**src/design/ffha_pkg.sv**
```systemverilog
// Shared types and codes of the first-fit heap allocator.
// Depends on nothing; used by the controller, the datapath and the top level.
`default_nettype none

package ffha_pkg;

   localparam int SIZE_BITS   = 20;
   localparam int STATUS_BITS = 2;

   localparam logic [SIZE_BITS-1:0] HEAP_RESET = 20'd65536;

   localparam logic FUNC_ALLOC = 1'b0;
   localparam logic FUNC_FREE  = 1'b1;

   localparam logic [STATUS_BITS-1:0] STATUS_OK        = 2'd0;
   localparam logic [STATUS_BITS-1:0] STATUS_NO_FIT    = 2'd1;
   localparam logic [STATUS_BITS-1:0] STATUS_NOT_FOUND = 2'd2;

   // table read port selection
   localparam logic [1:0] RD_SCAN = 2'd0;
   localparam logic [1:0] RD_NEXT = 2'd1;
   localparam logic [1:0] RD_PREV = 2'd2;

   typedef struct packed {
      logic [1:0] rd_sel;
      logic       load;
      logic       step;
      logic       take;
      logic       fail;
      logic       alloc;
      logic       merge_next;
      logic       merge_prev;
      logic       free_done;
   } ffha_cmd_type;

   typedef struct packed {
      logic is_free;
      logic scan_end;
      logic hit;
      logic split;
      logic full;
      logic nbr_free;
   } ffha_stat_type;

endpackage

`default_nettype wire

```
**src/design/ffha_ctrl.sv**
```systemverilog
// Sequencer of the first-fit heap allocator: scan, allocate, merge.
// Depends on ffha_pkg.
`default_nettype none

module ffha_ctrl (
   input  wire logic                   clock,
   input  wire logic                   reset,
   input  wire logic                   start,
   output logic                        busy,
   input  wire ffha_pkg::ffha_stat_type stat,
   output ffha_pkg::ffha_cmd_type      cmd
);
   import ffha_pkg::*;

   localparam logic [2:0] S_IDLE  = 3'd0;
   localparam logic [2:0] S_SCAN  = 3'd1;
   localparam logic [2:0] S_ALLOC = 3'd2;
   localparam logic [2:0] S_MNEXT = 3'd3;
   localparam logic [2:0] S_MPREV = 3'd4;

   logic [2:0] state_ff, state_in;

   assign busy = (state_ff != S_IDLE);

   always_comb begin
      cmd      = '0;
      cmd.rd_sel = RD_SCAN;
      state_in = state_ff;
      unique case (state_ff)
         S_IDLE: begin
            if (start) begin
               cmd.load = 1'b1;
               state_in = S_SCAN;
            end
         end
         S_SCAN: begin
            if (stat.scan_end) begin
               cmd.fail = 1'b1;
               state_in = S_IDLE;
            end else if (stat.hit) begin
               cmd.take = 1'b1;
               state_in = stat.is_free ? S_MNEXT : S_ALLOC;
            end else begin
               cmd.step = 1'b1;
            end
         end
         S_ALLOC: begin
            if (stat.split && stat.full) cmd.fail = 1'b1;
            else                         cmd.alloc = 1'b1;
            state_in = S_IDLE;
         end
         S_MNEXT: begin
            cmd.rd_sel = RD_NEXT;
            if (stat.nbr_free) cmd.merge_next = 1'b1;
            else               state_in = S_MPREV;
         end
         S_MPREV: begin
            cmd.rd_sel = RD_PREV;
            if (stat.nbr_free) begin
               cmd.merge_prev = 1'b1;
            end else begin
               cmd.free_done = 1'b1;
               state_in = S_IDLE;
            end
         end
         default: state_in = S_IDLE;
      endcase
   end

   always_ff @(posedge clock) begin
      if (reset) state_ff <= S_IDLE;
      else       state_ff <= state_in;
   end

endmodule

`default_nettype wire

```
**config.mk**
```make
export PLATFORM = sky130hd
export DESIGN_NAME = ffha_ctrl
export DESIGN_NICKNAME = d
export VERILOG_FILES = /design/src/design/ffha_pkg.sv /design/src/design/ffha_ctrl.sv
export SDC_FILE = /design/constraint.sdc
export NUM_CORES = 1
export LEC_CHECK = 0
export ABC_AREA = 1
export BUFFER_PORTS_ARGS = -buffer_cell sky130_fd_sc_hd__clkbuf_2
export CORE_AREA = 2 2 39 41
export CTS_CLUSTER_SIZE = 28
export DETAILED_ROUTE_END_ITERATION = 6
export DIE_AREA = 0 0 41 43
export SLEW_MARGIN = 10
export SYNTH_ARGS = -nofsm -noshare
export SYNTH_HDL_FRONTEND = slang
export SYNTH_SLANG_ARGS = --single-unit
```
**constraint.sdc**
```tcl
create_clock -name clock -period 1.2 [get_ports clock]
set_input_delay 0.18 -clock clock [delete_from_list [all_inputs] [get_ports clock]]
set_output_delay 0.18 -clock clock [all_outputs]
set_load 0.03 [all_outputs]
```
### Word level (Yosys, flattened, before mapping)

Cells that the tools add are included.

* register bits after elaboration: 3
* input bits: 9
* word-level logic and storage cells: 36

* equality and inequality tests: 8
* mux-type cells: 23
* reductions and logical operators: 4

Operators by type and width (number)
* $mux 3: 5
* $mux 1: 12
* $pmux 3 s4: 1
* $eq 3x2->1 const B: 2
* $mux 2: 3
* $ne 2x2->1 const B: 3
* $pmux 2 s2: 1
* $reduce_and 4->1: 1
* $eq 3x1->1 const B: 1
* $eq 3x3->1 const B: 1
* $logic_not 3->1: 1
* $ne 3x3->1 const B: 1
* $reduce_bool 3->1: 1
* $pmux 1 s2: 1
* $logic_and 1x1->1: 1

### Logic depth before layout (Yosys ltp)

Gate-level depths: netlist of run 1.

* depth in word-level cells: 4
* gate-level depth with buffers: 7
* mapped depth without buffers: 7

### Worst setup path after synthesis of run 1

Ideal clock, no wire load.

* kind: flip-flop to flip-flop
* from: register state_ff[1]
* to: register state_ff[2]
* setup time: 65 ps
* arrival time: 1436 ps
* required time: 1135 ps
* slack: -302 ps
* cell stages (with the launch flop): 5
* period minus slack after synthesis: 1502 ps
* path through: dfxtp_1 > inv_1 > nor3_1 > nor3_1 > nor2_1

* longest elaborated chain between the ends: 3
* elaborated cells on any way between the ends: 10
* classes of those cells: 7 x eq/ne; 1 x mux; 2 x reduce/logical

RTL lines
* start: declaration: line ffha_ctrl.sv:21 `logic [2:0] state_ff, state_in;`
* start signal: assignment: line ffha_ctrl.sv:72 `else state_ff <= state_in;`
* $eq 3x1->1, or another cell as far along: line ffha_ctrl.sv:29 `unique case (state_ff)`
* $ne 3x3->1 (no line) / $ne 2x2->1 (equally long branches)
* $reduce_and 4->1 (no line)

Several ways; a longest one is shown, not always the timed one.
A chain may end at the register's enable or synchronous reset.

==> results of run 1 <==
[metrics by stage]
stage               worst slack [ns]  utilization  power, mW
CTS                           -0.180        0.395      0.752
floorplan                   -0.00527            -      0.364
global placement             0.00211        0.297      0.469
detailed placement           -0.0173        0.297      0.475
finish                        -0.156        0.435      0.800
global route                  -0.222        0.435      0.860
[placed cells by master, fill, tap and decap left out]
cell type / synthesis / layout
nor2_1: 7 / 4
a21oi_1: 4 / 1
clkbuf_2: 0 / 8
o21bai_2: 1 / 1
nand3_2: 0 / 3
nand3_1: 6 / 3
inv_4: 0 / 2
nor2_2: 1 / 2
nand4_1: 1 / 1
clkbuf_1: 0 / 1
nor2_4: 0 / 2
nand2_1: 5 / 4
buf_8: 0 / 2
nor3_1: 3 / 1
inv_2: 2 / 3
nor3_2: 0 / 2
buf_4: 0 / 10
clkbuf_8: 0 / 5
nand2_2: 2 / 3
o21ai_1: 1 / 1
inv_1: 9 / 6
clkbuf_4: 0 / 4
a21oi_2: 0 / 3
dfxtp_4: 0 / 2
dfxtp_2: 0 / 1
buf_6: 0 / 1
[power by group through the flow]
| stage | combinational, mW | clock, mW | sequential [mW] |
|---|---|---|---|
| 3_3_place_gp | 0.329 | 0 | 0.140 |
| 4_1_cts | 0.412 | 0.185 | 0.155 |
| 5_1_grt | 0.509 | 0.190 | 0.162 |
| 3_5_place_dp | 0.334 | 0 | 0.141 |
| 6_report | 0.468 | 0.173 | 0.158 |
| 2_1_floorplan | 0.227 | 0 | 0.137 |
[layout make-up]
| type | instances | area share |
|---|---|---|
| Sequential cell | 3 | 0.114 |
| Tap cell | 16 | 0.0333 |
| Clock buffer | 4 | 0.0437 |
| Multi-Input combinational cell | 31 | 0.345 |
| Timing Repair Buffer | 27 | 0.387 |
| Inverter | 11 | 0.0769 |
[worst max path at each step]
stage                startpoint          end  slack (ns)  cells past startpoint
floorplan           state_ff[1]  state_ff[2]      -0.005                      4
global placement    state_ff[0]       cmd[5]       0.002                      7
detailed placement  state_ff[0]       cmd[5]       -0.02                      7
CTS                 state_ff[0]       cmd[5]       -0.18                      7
global route        state_ff[0]       cmd[5]       -0.22                      7
finish              state_ff[0]       cmd[8]       -0.16                      4
[kinds of logic (layout without fill, tap and decap cells)]
family,Yosys count,after routing,synth area share
DFF,3,3,0.238
AOI/OAI and AO/OA,6,6,0.144
buffers and inverters,11,42,0.163
and+or+nand+nor,25,25,0.455
[synth_stat cells (2+ instances only)]
cell type  number  area share
dfxtp_1         3        0.24
inv_2           2       0.030
inv_1           9        0.13
nand2_2         2       0.049
nand2_1         5       0.074
nand3_1         6        0.12
nor3_1          3       0.059
a21oi_1         4       0.079
nor2_1          7        0.10
[layer usage]
layer	GRT usage	vias to the layer above	routed length, um
li1	-	204	-
met1	0.122	165	335
met2	0.181	14	514
met3	0.0157	2	52
met4	0.120	0	8
met5	0	-	0
[repair_timing]
item                                    in CTS  in global routing
buffers inserted                             1                  3
pin swaps                                    3                  4
hold endpoints to repair                     0                  0
resized for setup                           30                 15
endpoints found under the setup margin      11                 13
==> flow_metrics.tcl, run 1 <==
set metrics [dict create \
    fin_setup_tns_ns -1.01 \
    area_growth_pct 138 \
    worstMarginPinSlew_ns 0.219 \
    multi_input_area_sq_um 208 \
    placed_cell_area_sq_um 410 \
    min_path_cells 2 \
    clkTransAtPathRegs_ns 0.03 \
    power_switching_uw 338 \
    whs_ns 0.111 \
    largest_register_ff_count 3 \
    crit_buf_inv 3 \
    finalCriticalPeriod_ns 1.36 \
    root_buffer "clkbuf_4" \
    syn_inst 45 \
    hold_path_class "in2reg" \
    maxClockFrequency_ghz 0.738 \
    worstHoldStart "reset" \
    grt.overflow.total 0 \
    critical-path-top-delay-family "flip-flops" \
    peakVddDrop_mv 0.605 \
    ioPinCount 20 \
    relSlewSlack 0.853 \
    postSynth.asyncResetShare 0 \
    run_status "finished with violations" \
    syn_area_per_cell_sq_um 5.62 \
    hold_viol 0 \
    port-buffer-count 19 \
    setup_viol 11 \
    p_sw_frac 0.423 \
    synth_fp_nets 54 \
    hold_end "state_ff[1]" \
    cts_buffer_depth 2 \
    nFillCells 138 \
    drt-pass1-iter-count 4 \
    cts-buffers-inserted 3 \
    num-nets-final 86 \
    required_ns 1.02 \
    rows 14 \
    die_area_sq_um 1760 \
    cts_tree "yes" \
    die_w_um 41 \
    synthFlopType "dfxtp_1" \
    grt_pass1_wl_um 1350 \
    violations "negative setup slack" \
    start_kind "register" \
    p_seq_frac 0.198 \
    path_class "reg2out" \
    fin_area_sq_um 602 \
    vias_per_cell 4.18 \
    first_iter_violations 1 \
    cp-end-kind "output pin" \
    fp.dieH_um 43 \
    slew_viol_final 0 \
    max_cap_violations 0 \
    ant_nets 0 \
    timing.rr.end "state_ff[0]" \
    critPathArrivalTime_ns 1.18 \
    yosys_warnings 0 \
    clock_latency_ns 0.23 \
    p_int_uw 461 \
    p_comb_frac 0.586 \
    wl_per_cell_um 9.90 \
    antenna_found_initial 0 \
    synth_edf_count 0 \
    grt_pass1_vias 366 \
    ys_ff_latch 3 \
    worst-path-max-fanout 4 \
    vias 385 \
    synth_cell_types 13 \
    drc_errors 0 \
    rsz0062_at_grt "true" \
    reg.largest.list "state_ff (3)" \
    cts_hold_buf 0 \
    pwr-share-clk 0.217 \
    track_usage 0.117 \
    final_cells 92 \
    r2r_cells 7 \
    path_cells "inv_4 > buf_4 > nor3_2 > clkbuf_8" \
    initial_core_util 0.183 \
    largest-register "state_ff" \
    core-area_sq_um 1380 \
    grt_max_degree 8 \
    post-place-cells 84 \
    routed_wl_um 911 \
    insertedDiodeCount 0 \
    drive_above_1_share 0.711 \
    ys_seq_area_frac 0.238 \
    seq_area_sq_um 68.8 \
    clock_skew_ns 0.000929 \
    regToRegSetupSlack_ns 0.06 \
    period_share 1.13 \
    worst_r2r_startpoint "state_ff[1]" \
    htree_num_levels 1 \
    synth.cell_area_sq_um 253 \
    gp_congestion 0.712 \
    slowest_stage "dfxtp_4" \
    critPathMaxStageDelay_ns 0.37 \
    power_leakage_nw 0.318 \
    layout_setup_ws_ns -0.156 \
    cts_sinks 3 \
    power_density_nw_per_um2 1330 \
]
No activity file was read; power rests on OpenSTA's default activity.
==> run 2: changes to the inputs <==
--- a/config.mk
+++ b/config.mk
@@ -5,7 +5,6 @@
 export SDC_FILE = /design/constraint.sdc
 export NUM_CORES = 1
 export LEC_CHECK = 0
-export ABC_AREA = 1
 export BUFFER_PORTS_ARGS = -buffer_cell sky130_fd_sc_hd__clkbuf_2
 export CORE_AREA = 2 2 39 41
 export CTS_CLUSTER_SIZE = 28
==> run 2 against run 1 <==
  * The flow still finishes with violations (negative setup slack)
  * Register-to-register slack worse by 0.37 ns
  * Sequential power is 28% lower
  * Die area stayed put
  * Core utilization is 6.8 points higher
  * Via count is 1.6% higher
  * Total power is 28% lower
  * Largest cell class unchanged
  * Largest power group unchanged
==> flow_metrics.tcl, run 2 <==
set metrics [dict create \
    run_status "finished with violations" \
    violations "negative setup slack" \
    clock_skew_ns 0.00504 \
    syn_area_per_cell_sq_um 6.72 \
    grt.overflow.total 0 \
    synthSimpleGateAreaFrac 0.520 \
    ys_seq_area_frac 0.235 \
    critPathArrivalTime_ns 1.34 \
    final_cells 91 \
    cts_hold_buf 0 \
    synth_edf_count 0 \
    whs_ns 0.154 \
    core-area_sq_um 1380 \
    pwr-share-clk 0.311 \
    largest-register "state_ff" \
    cts_tree "yes" \
    power_switching_uw 193 \
    synthTopCellsByArea "dfxtp_1, nor2_1, a21oi_1, a311oi_2, or4b_4" \
    worstMarginPinSlew_ns 0.338 \
    drt-pass1-iter-count 3 \
    finalPower_uw 577 \
    fp.dieH_um 43 \
    final_cell_mix "buf_4, clkbuf_2, buf_8, buf_6" \
    drc_errors 0 \
    cp-end-kind "output pin" \
    maxClockFrequency_ghz 0.658 \
    finalCriticalPeriod_ns 1.52 \
    synth-compound-area-share 0.186 \
    postSynth.asyncResetShare 0 \
    num-nets-final 85 \
    nFillCells 137 \
    hold_path_class "in2reg" \
    path_class "reg2out" \
    relSlewSlack 0.774 \
    die_w_um 41 \
    post-place-cells 80 \
    worstHoldStart "reset" \
    start_kind "register" \
    synthAdderAreaFrac 0 \
    cts_buffer_depth 2 \
    synth.cell_area_sq_um 255 \
    muxShareOfSynthArea 0 \
    antenna_found_initial 0 \
    ys_ff_latch 3 \
    worst_r2r_startpoint "state_ff[2]" \
    synth.most_common_cell "nor2_1" \
    synth_fp_nets 47 \
    wl_per_cell_um 9.71 \
    rows 14 \
    htree_num_levels 1 \
    clock_latency_ns 0.23 \
    p_sw_frac 0.335 \
    fin_area_sq_um 696 \
    synthFlopType "dfxtp_1" \
    synth_cell_types 18 \
    rsz0062_at_grt "true" \
    clkTransAtPathRegs_ns 0.04 \
    initial_core_util 0.184 \
    fin_util 0.503 \
    synth_top_cell_by_area "dfxtp_1" \
    die_area_sq_um 1760 \
    reg.largest.list "state_ff (3)" \
    required_ns 1.02 \
    drive_above_1_share 0.760 \
    hold_viol 0 \
    synth_top_family_by_area "simple AND/OR/NAND/NOR gates" \
    cts-buffers-inserted 3 \
    grt_max_degree 10 \
    grt_pass1_wl_um 1460 \
    fin_setup_tns_ns -2.84 \
    slew_viol_final 0 \
    ant_nets 0 \
    max_cap_violations 0 \
    p_int_uw 384 \
    yosys_warnings 0 \
    first_iter_violations 5 \
    routed_wl_um 884 \
    yosys-top-cells-count "nor2_1, a21oi_1, dfxtp_1, inv_1, nand2_1" \
    port-buffer-count 19 \
    worst-path-max-fanout 3 \
    insertedDiodeCount 0 \
    worstSetupStartpoint "state_ff[2]" \
    vias_per_cell 4.30 \
    layout_setup_ws_ns -0.320 \
    dp_hpwl_um 620 \
    peakVddDrop_mv 0.443 \
    multi_input_area_sq_um 255 \
    largest_register_ff_count 3 \
    power_leakage_nw 0.333 \
    seq_area_sq_um 63.8 \
    track_usage 0.124 \
    power_density_nw_per_um2 830 \
    period_share 1.27 \
    setup_viol 14 \
    p_comb_frac 0.492 \
    synth_xor_area_frac 0 \
    vias 391 \
    grt_pass1_vias 360 \
    area_growth_pct 173 \
    ioPinCount 20 \
    final_common_cell "buf_4" \
    placed_cell_area_sq_um 458 \
    yosys.area.top_type_share 0.235 \
    syn_inst 38 \
    p_seq_frac 0.197 \
    gp_congestion 0.738 \
    cts_sinks 3 \
    root_buffer "clkbuf_4" \
    pre_cts_ws_ns -0.152 \
]
run 2: cell types whose count changed after synthesis, moves of 2 or more:
| cell | delta |
|---|---|
| nor2b_1 | +2 |
| inv_1 | -6 |
| and3_1 | +2 |
| nand2_1 | -2 |
| nor2_1 | +3 |
| nor3_1 | -3 |
| nand3_1 | -6 |
run 2: area by class of cell:
type	count	area share
Multi-Input combinational cell	31	0.367
Timing Repair Buffer	33	0.450
Tap cell	16	0.0288
Inverter	4	0.0252
Sequential cell	3	0.0917
Clock buffer	4	0.0378
run 2: final timing paths:
path / slack (ns) / depth (start not counted) / endpoint
max: -0.32 / 3 / cmd[5]
min: 0.15 / 2 / state_ff[1]
max reg2reg: -0.31 / 5 / state_ff[1]
min reg2reg: 0.77 / 4 / state_ff[0]
run 2: per-layer routing:
| metal | share of wire | up-vias | wire (um) | global-route usage |
|---|---|---|---|---|
| met5 | 0 | - | 0 | 0 |
| met4 | 0.012 | 0 | 11 | 0.100 |
| met3 | 0.057 | 2 | 50 | 0.0157 |
| met2 | 0.56 | 12 | 494 | 0.191 |
| met1 | 0.37 | 176 | 327 | 0.143 |
| li1 | - | 201 | - | - |
run 2: critical path, stage by stage, from the launching register on:
cell and delay (ns):
dfxtp_2 0.31, or4b_4 0.56, nor2_4 0.11, buf_8 0.12
run 2: cells by family (layout without fill, tap and decap cells):
logic type / count (synthesis) / in the layout
AO/OA/AOI/OAI: 7 / 7
buffers and inverters: 4 / 41
flip-flops: 3 / 3
AND/OR/NAND/NOR: 24 / 24
run 2: power groups by stage:
stage / combinational [mW] / clock, mW / sequential, mW
3_3_place_gp: 0.182 / 0 / 0.114
5_1_grt: 0.303 / 0.191 / 0.115
6_report: 0.284 / 0.179 / 0.114
4_1_cts: 0.248 / 0.188 / 0.114
2_1_floorplan: 0.114 / 0 / 0.120
3_5_place_dp: 0.184 / 0 / 0.114
run 2: what timing repair did:
| action | CTS | global route |
|---|---|---|
| setup buffers | 4 | 3 |
| pin swaps | 5 | 7 |
| setup endpoints to repair | 14 | 13 |
| endpoints found under the hold margin | 0 | 0 |
| gates resized for setup | 29 | 19 |
==> run 3: changes to the inputs <==
--- a/config.mk
+++ b/config.mk
@@ -10,6 +10,7 @@
 export CTS_CLUSTER_SIZE = 28
 export DETAILED_ROUTE_END_ITERATION = 6
 export DIE_AREA = 0 0 41 43
+export HOLD_SLACK_MARGIN = 0.03
 export SLEW_MARGIN = 10
 export SYNTH_ARGS = -nofsm -noshare
 export SYNTH_HDL_FRONTEND = slang
==> constraint.sdc (replaced) <==
create_clock -name clock -period 1.2 [get_ports clock]
set_input_delay 0.12 -clock clock [delete_from_list [all_inputs] [get_ports clock]]
set_output_delay 0.12 -clock clock [all_outputs]
set_load 0.03 [all_outputs]
==> run 3 against run 2 <==
  * The flow still finishes with violations (negative setup slack)
  * Worst setup slack better by 0.038 ns
  * Total power up 2.1%
  * Combinational power barely moved
  * Sequential power about the same
  * Cell count shrank 4.4%
  * Global-route usage up 1.4 points
  * Wire length is 9.0% higher
  * First-iteration DRC count decreased by 80%
  * Count of clock-buffer cells in the layout unchanged
  * Critical path type unchanged
  * Largest cell class unchanged
  * Largest power group unchanged
==> flow_metrics.tcl, run 3 (synthesis gave the netlist of run 2 again) <==
set metrics [dict create \
    peakVddDrop_mv 0.437 \
    insertedDiodeCount 0 \
    worst_r2r_startpoint "state_ff[0]" \
    drive_above_1_share 0.775 \
    max_cap_violations 0 \
    grt_max_degree 10 \
    fin_area_sq_um 677 \
    power_leakage_nw 0.317 \
    largest-register "state_ff" \
    hold_viol 0 \
    rsz0062_at_grt "true" \
    vias_per_cell 4.47 \
    path_class "reg2out" \
    timing.rr.end "state_ff[1]" \
    worstSetupStartpoint "state_ff[2]" \
    cts_buffer_depth 2 \
    antenna_found_initial 0 \
    drc_errors 0 \
    placed_cell_area_sq_um 450 \
    run_status "finished with violations" \
    track_usage 0.138 \
    whs_ns 0.114 \
    initial_core_util 0.184 \
    port-buffer-count 19 \
    grt_pass1_vias 387 \
    cts_tree "yes" \
    core-area_sq_um 1380 \
    regToRegSetupSlack_ns -0.12 \
    area_growth_pct 165 \
    first_iter_violations 1 \
    final_common_cell "clkbuf_2" \
    gp_congestion 0.804 \
    critPathArrivalTime_ns 1.36 \
    required_ns 1.08 \
    reg.largest.list "state_ff (3)" \
    fp.dieH_um 43 \
    dp_hpwl_um 651 \
    cts-buffers-inserted 3 \
    setup_viol 13 \
    clock_skew_ns 0.00632 \
    rows 14 \
    nFillCells 132 \
    htree_num_levels 1 \
    wl_per_cell_um 11.1 \
    finalCriticalPeriod_ns 1.48 \
    ant_nets 0 \
    worstHoldStart "reset" \
    hold_path_class "in2reg" \
    fin_setup_tns_ns -2.15 \
    min_path_cells 2 \
    grt_pass1_wl_um 1660 \
    num-nets-final 81 \
    largest_register_ff_count 3 \
    routed_wl_um 964 \
    clock_latency_ns 0.24 \
    r2r_cells 6 \
    start_kind "register" \
    hold_end "state_ff[0]" \
    cp-end-kind "output pin" \
    power_density_nw_per_um2 870 \
    final_cell_mix "clkbuf_2, buf_8, buf_4, nor2_4, buf_6" \
    worstMarginPinSlew_ns 0.280 \
    finalPower_uw 589 \
    clkTransAtPathRegs_ns 0.04 \
    vias 389 \
    maxClockFrequency_ghz 0.675 \
    layout_setup_ws_ns -0.282 \
    worst-path-max-fanout 3 \
    ioPinCount 20 \
    grt.overflow.total 0 \
    slew_viol_final 0 \
    die_area_sq_um 1760 \
    drt-pass1-iter-count 3 \
    root_buffer "clkbuf_4" \
    period_share 1.24 \
    relSlewSlack 0.813 \
    die_w_um 41 \
    cts_sinks 3 \
    violations "negative setup slack" \
]
[run 3: changes by cell type in the layout (fill, tap and decap cells not counted), sizes merged]
| cell | change |
|---|---|
| clkbuf | +1 |
| buf | -5 |
[run 3: area by class of cell]
| cell class | instances | area, sq um | area share |
|---|---|---|---|
| clock buffer | 4 | 26.3 | 0.0388 |
| timing repair buffer | 29 | 282 | 0.416 |
| inverter | 4 | 17.5 | 0.0259 |
| multi-input combinational | 31 | 268 | 0.396 |
| tap | 16 | 20.0 | 0.0296 |
| sequential | 3 | 63.8 | 0.0943 |
[run 3: worst max path at each step]
| stage | to | slack, ns |
|---|---|---|
| finish | cmd[6] | -0.28 |
| global route | cmd[5] | -0.31 |
| CTS | cmd[5] | -0.31 |
| detailed placement | cmd[5] | -0.10 |
| global placement | cmd[5] | -0.08 |
| floorplan | cmd[5] | -0.03 |
[run 3: power by group]
group          internal, mW  leakage [nW]  switching [mW]
sequential            0.109        0.0258         0.00737
clock                 0.125        0.0150          0.0629
combinational         0.148         0.276           0.137
[run 3: repair_timing]
action / in CTS / in global routing
gates resized for setup: 35 / 15
setup buffers: 3 / 2
hold buffers: 0 / 0
pin swaps: 9 / 8
cloned: 0 / 0
setup endpoints to repair: 13 / 13
[run 3: critical path, cell delays in order (launching register included)]
cell	delay [ns]
dfxtp_2	0.32
or4b_4	0.56
nor2_4	0.12
buf_8	0.13
[run 3: layer usage]
metal	vias up	wire length [um]	global-route usage
met4	0	7	0.100
li1	191	-	-
met2	12	511	0.213
met5	-	0	0
met1	184	404	0.167
met3	2	41	0.0157
[run 3: stage by stage]
step | std cells | util | setup slack, ns
after floorplan | 38 | - | -0.0306
after detailed placement | 79 | 0.325 | -0.102
after CTS | 86 | 0.462 | -0.306
after global routing | 87 | 0.489 | -0.312
after global placement | 79 | 0.325 | -0.0832
final | 87 | 0.489 | -0.282
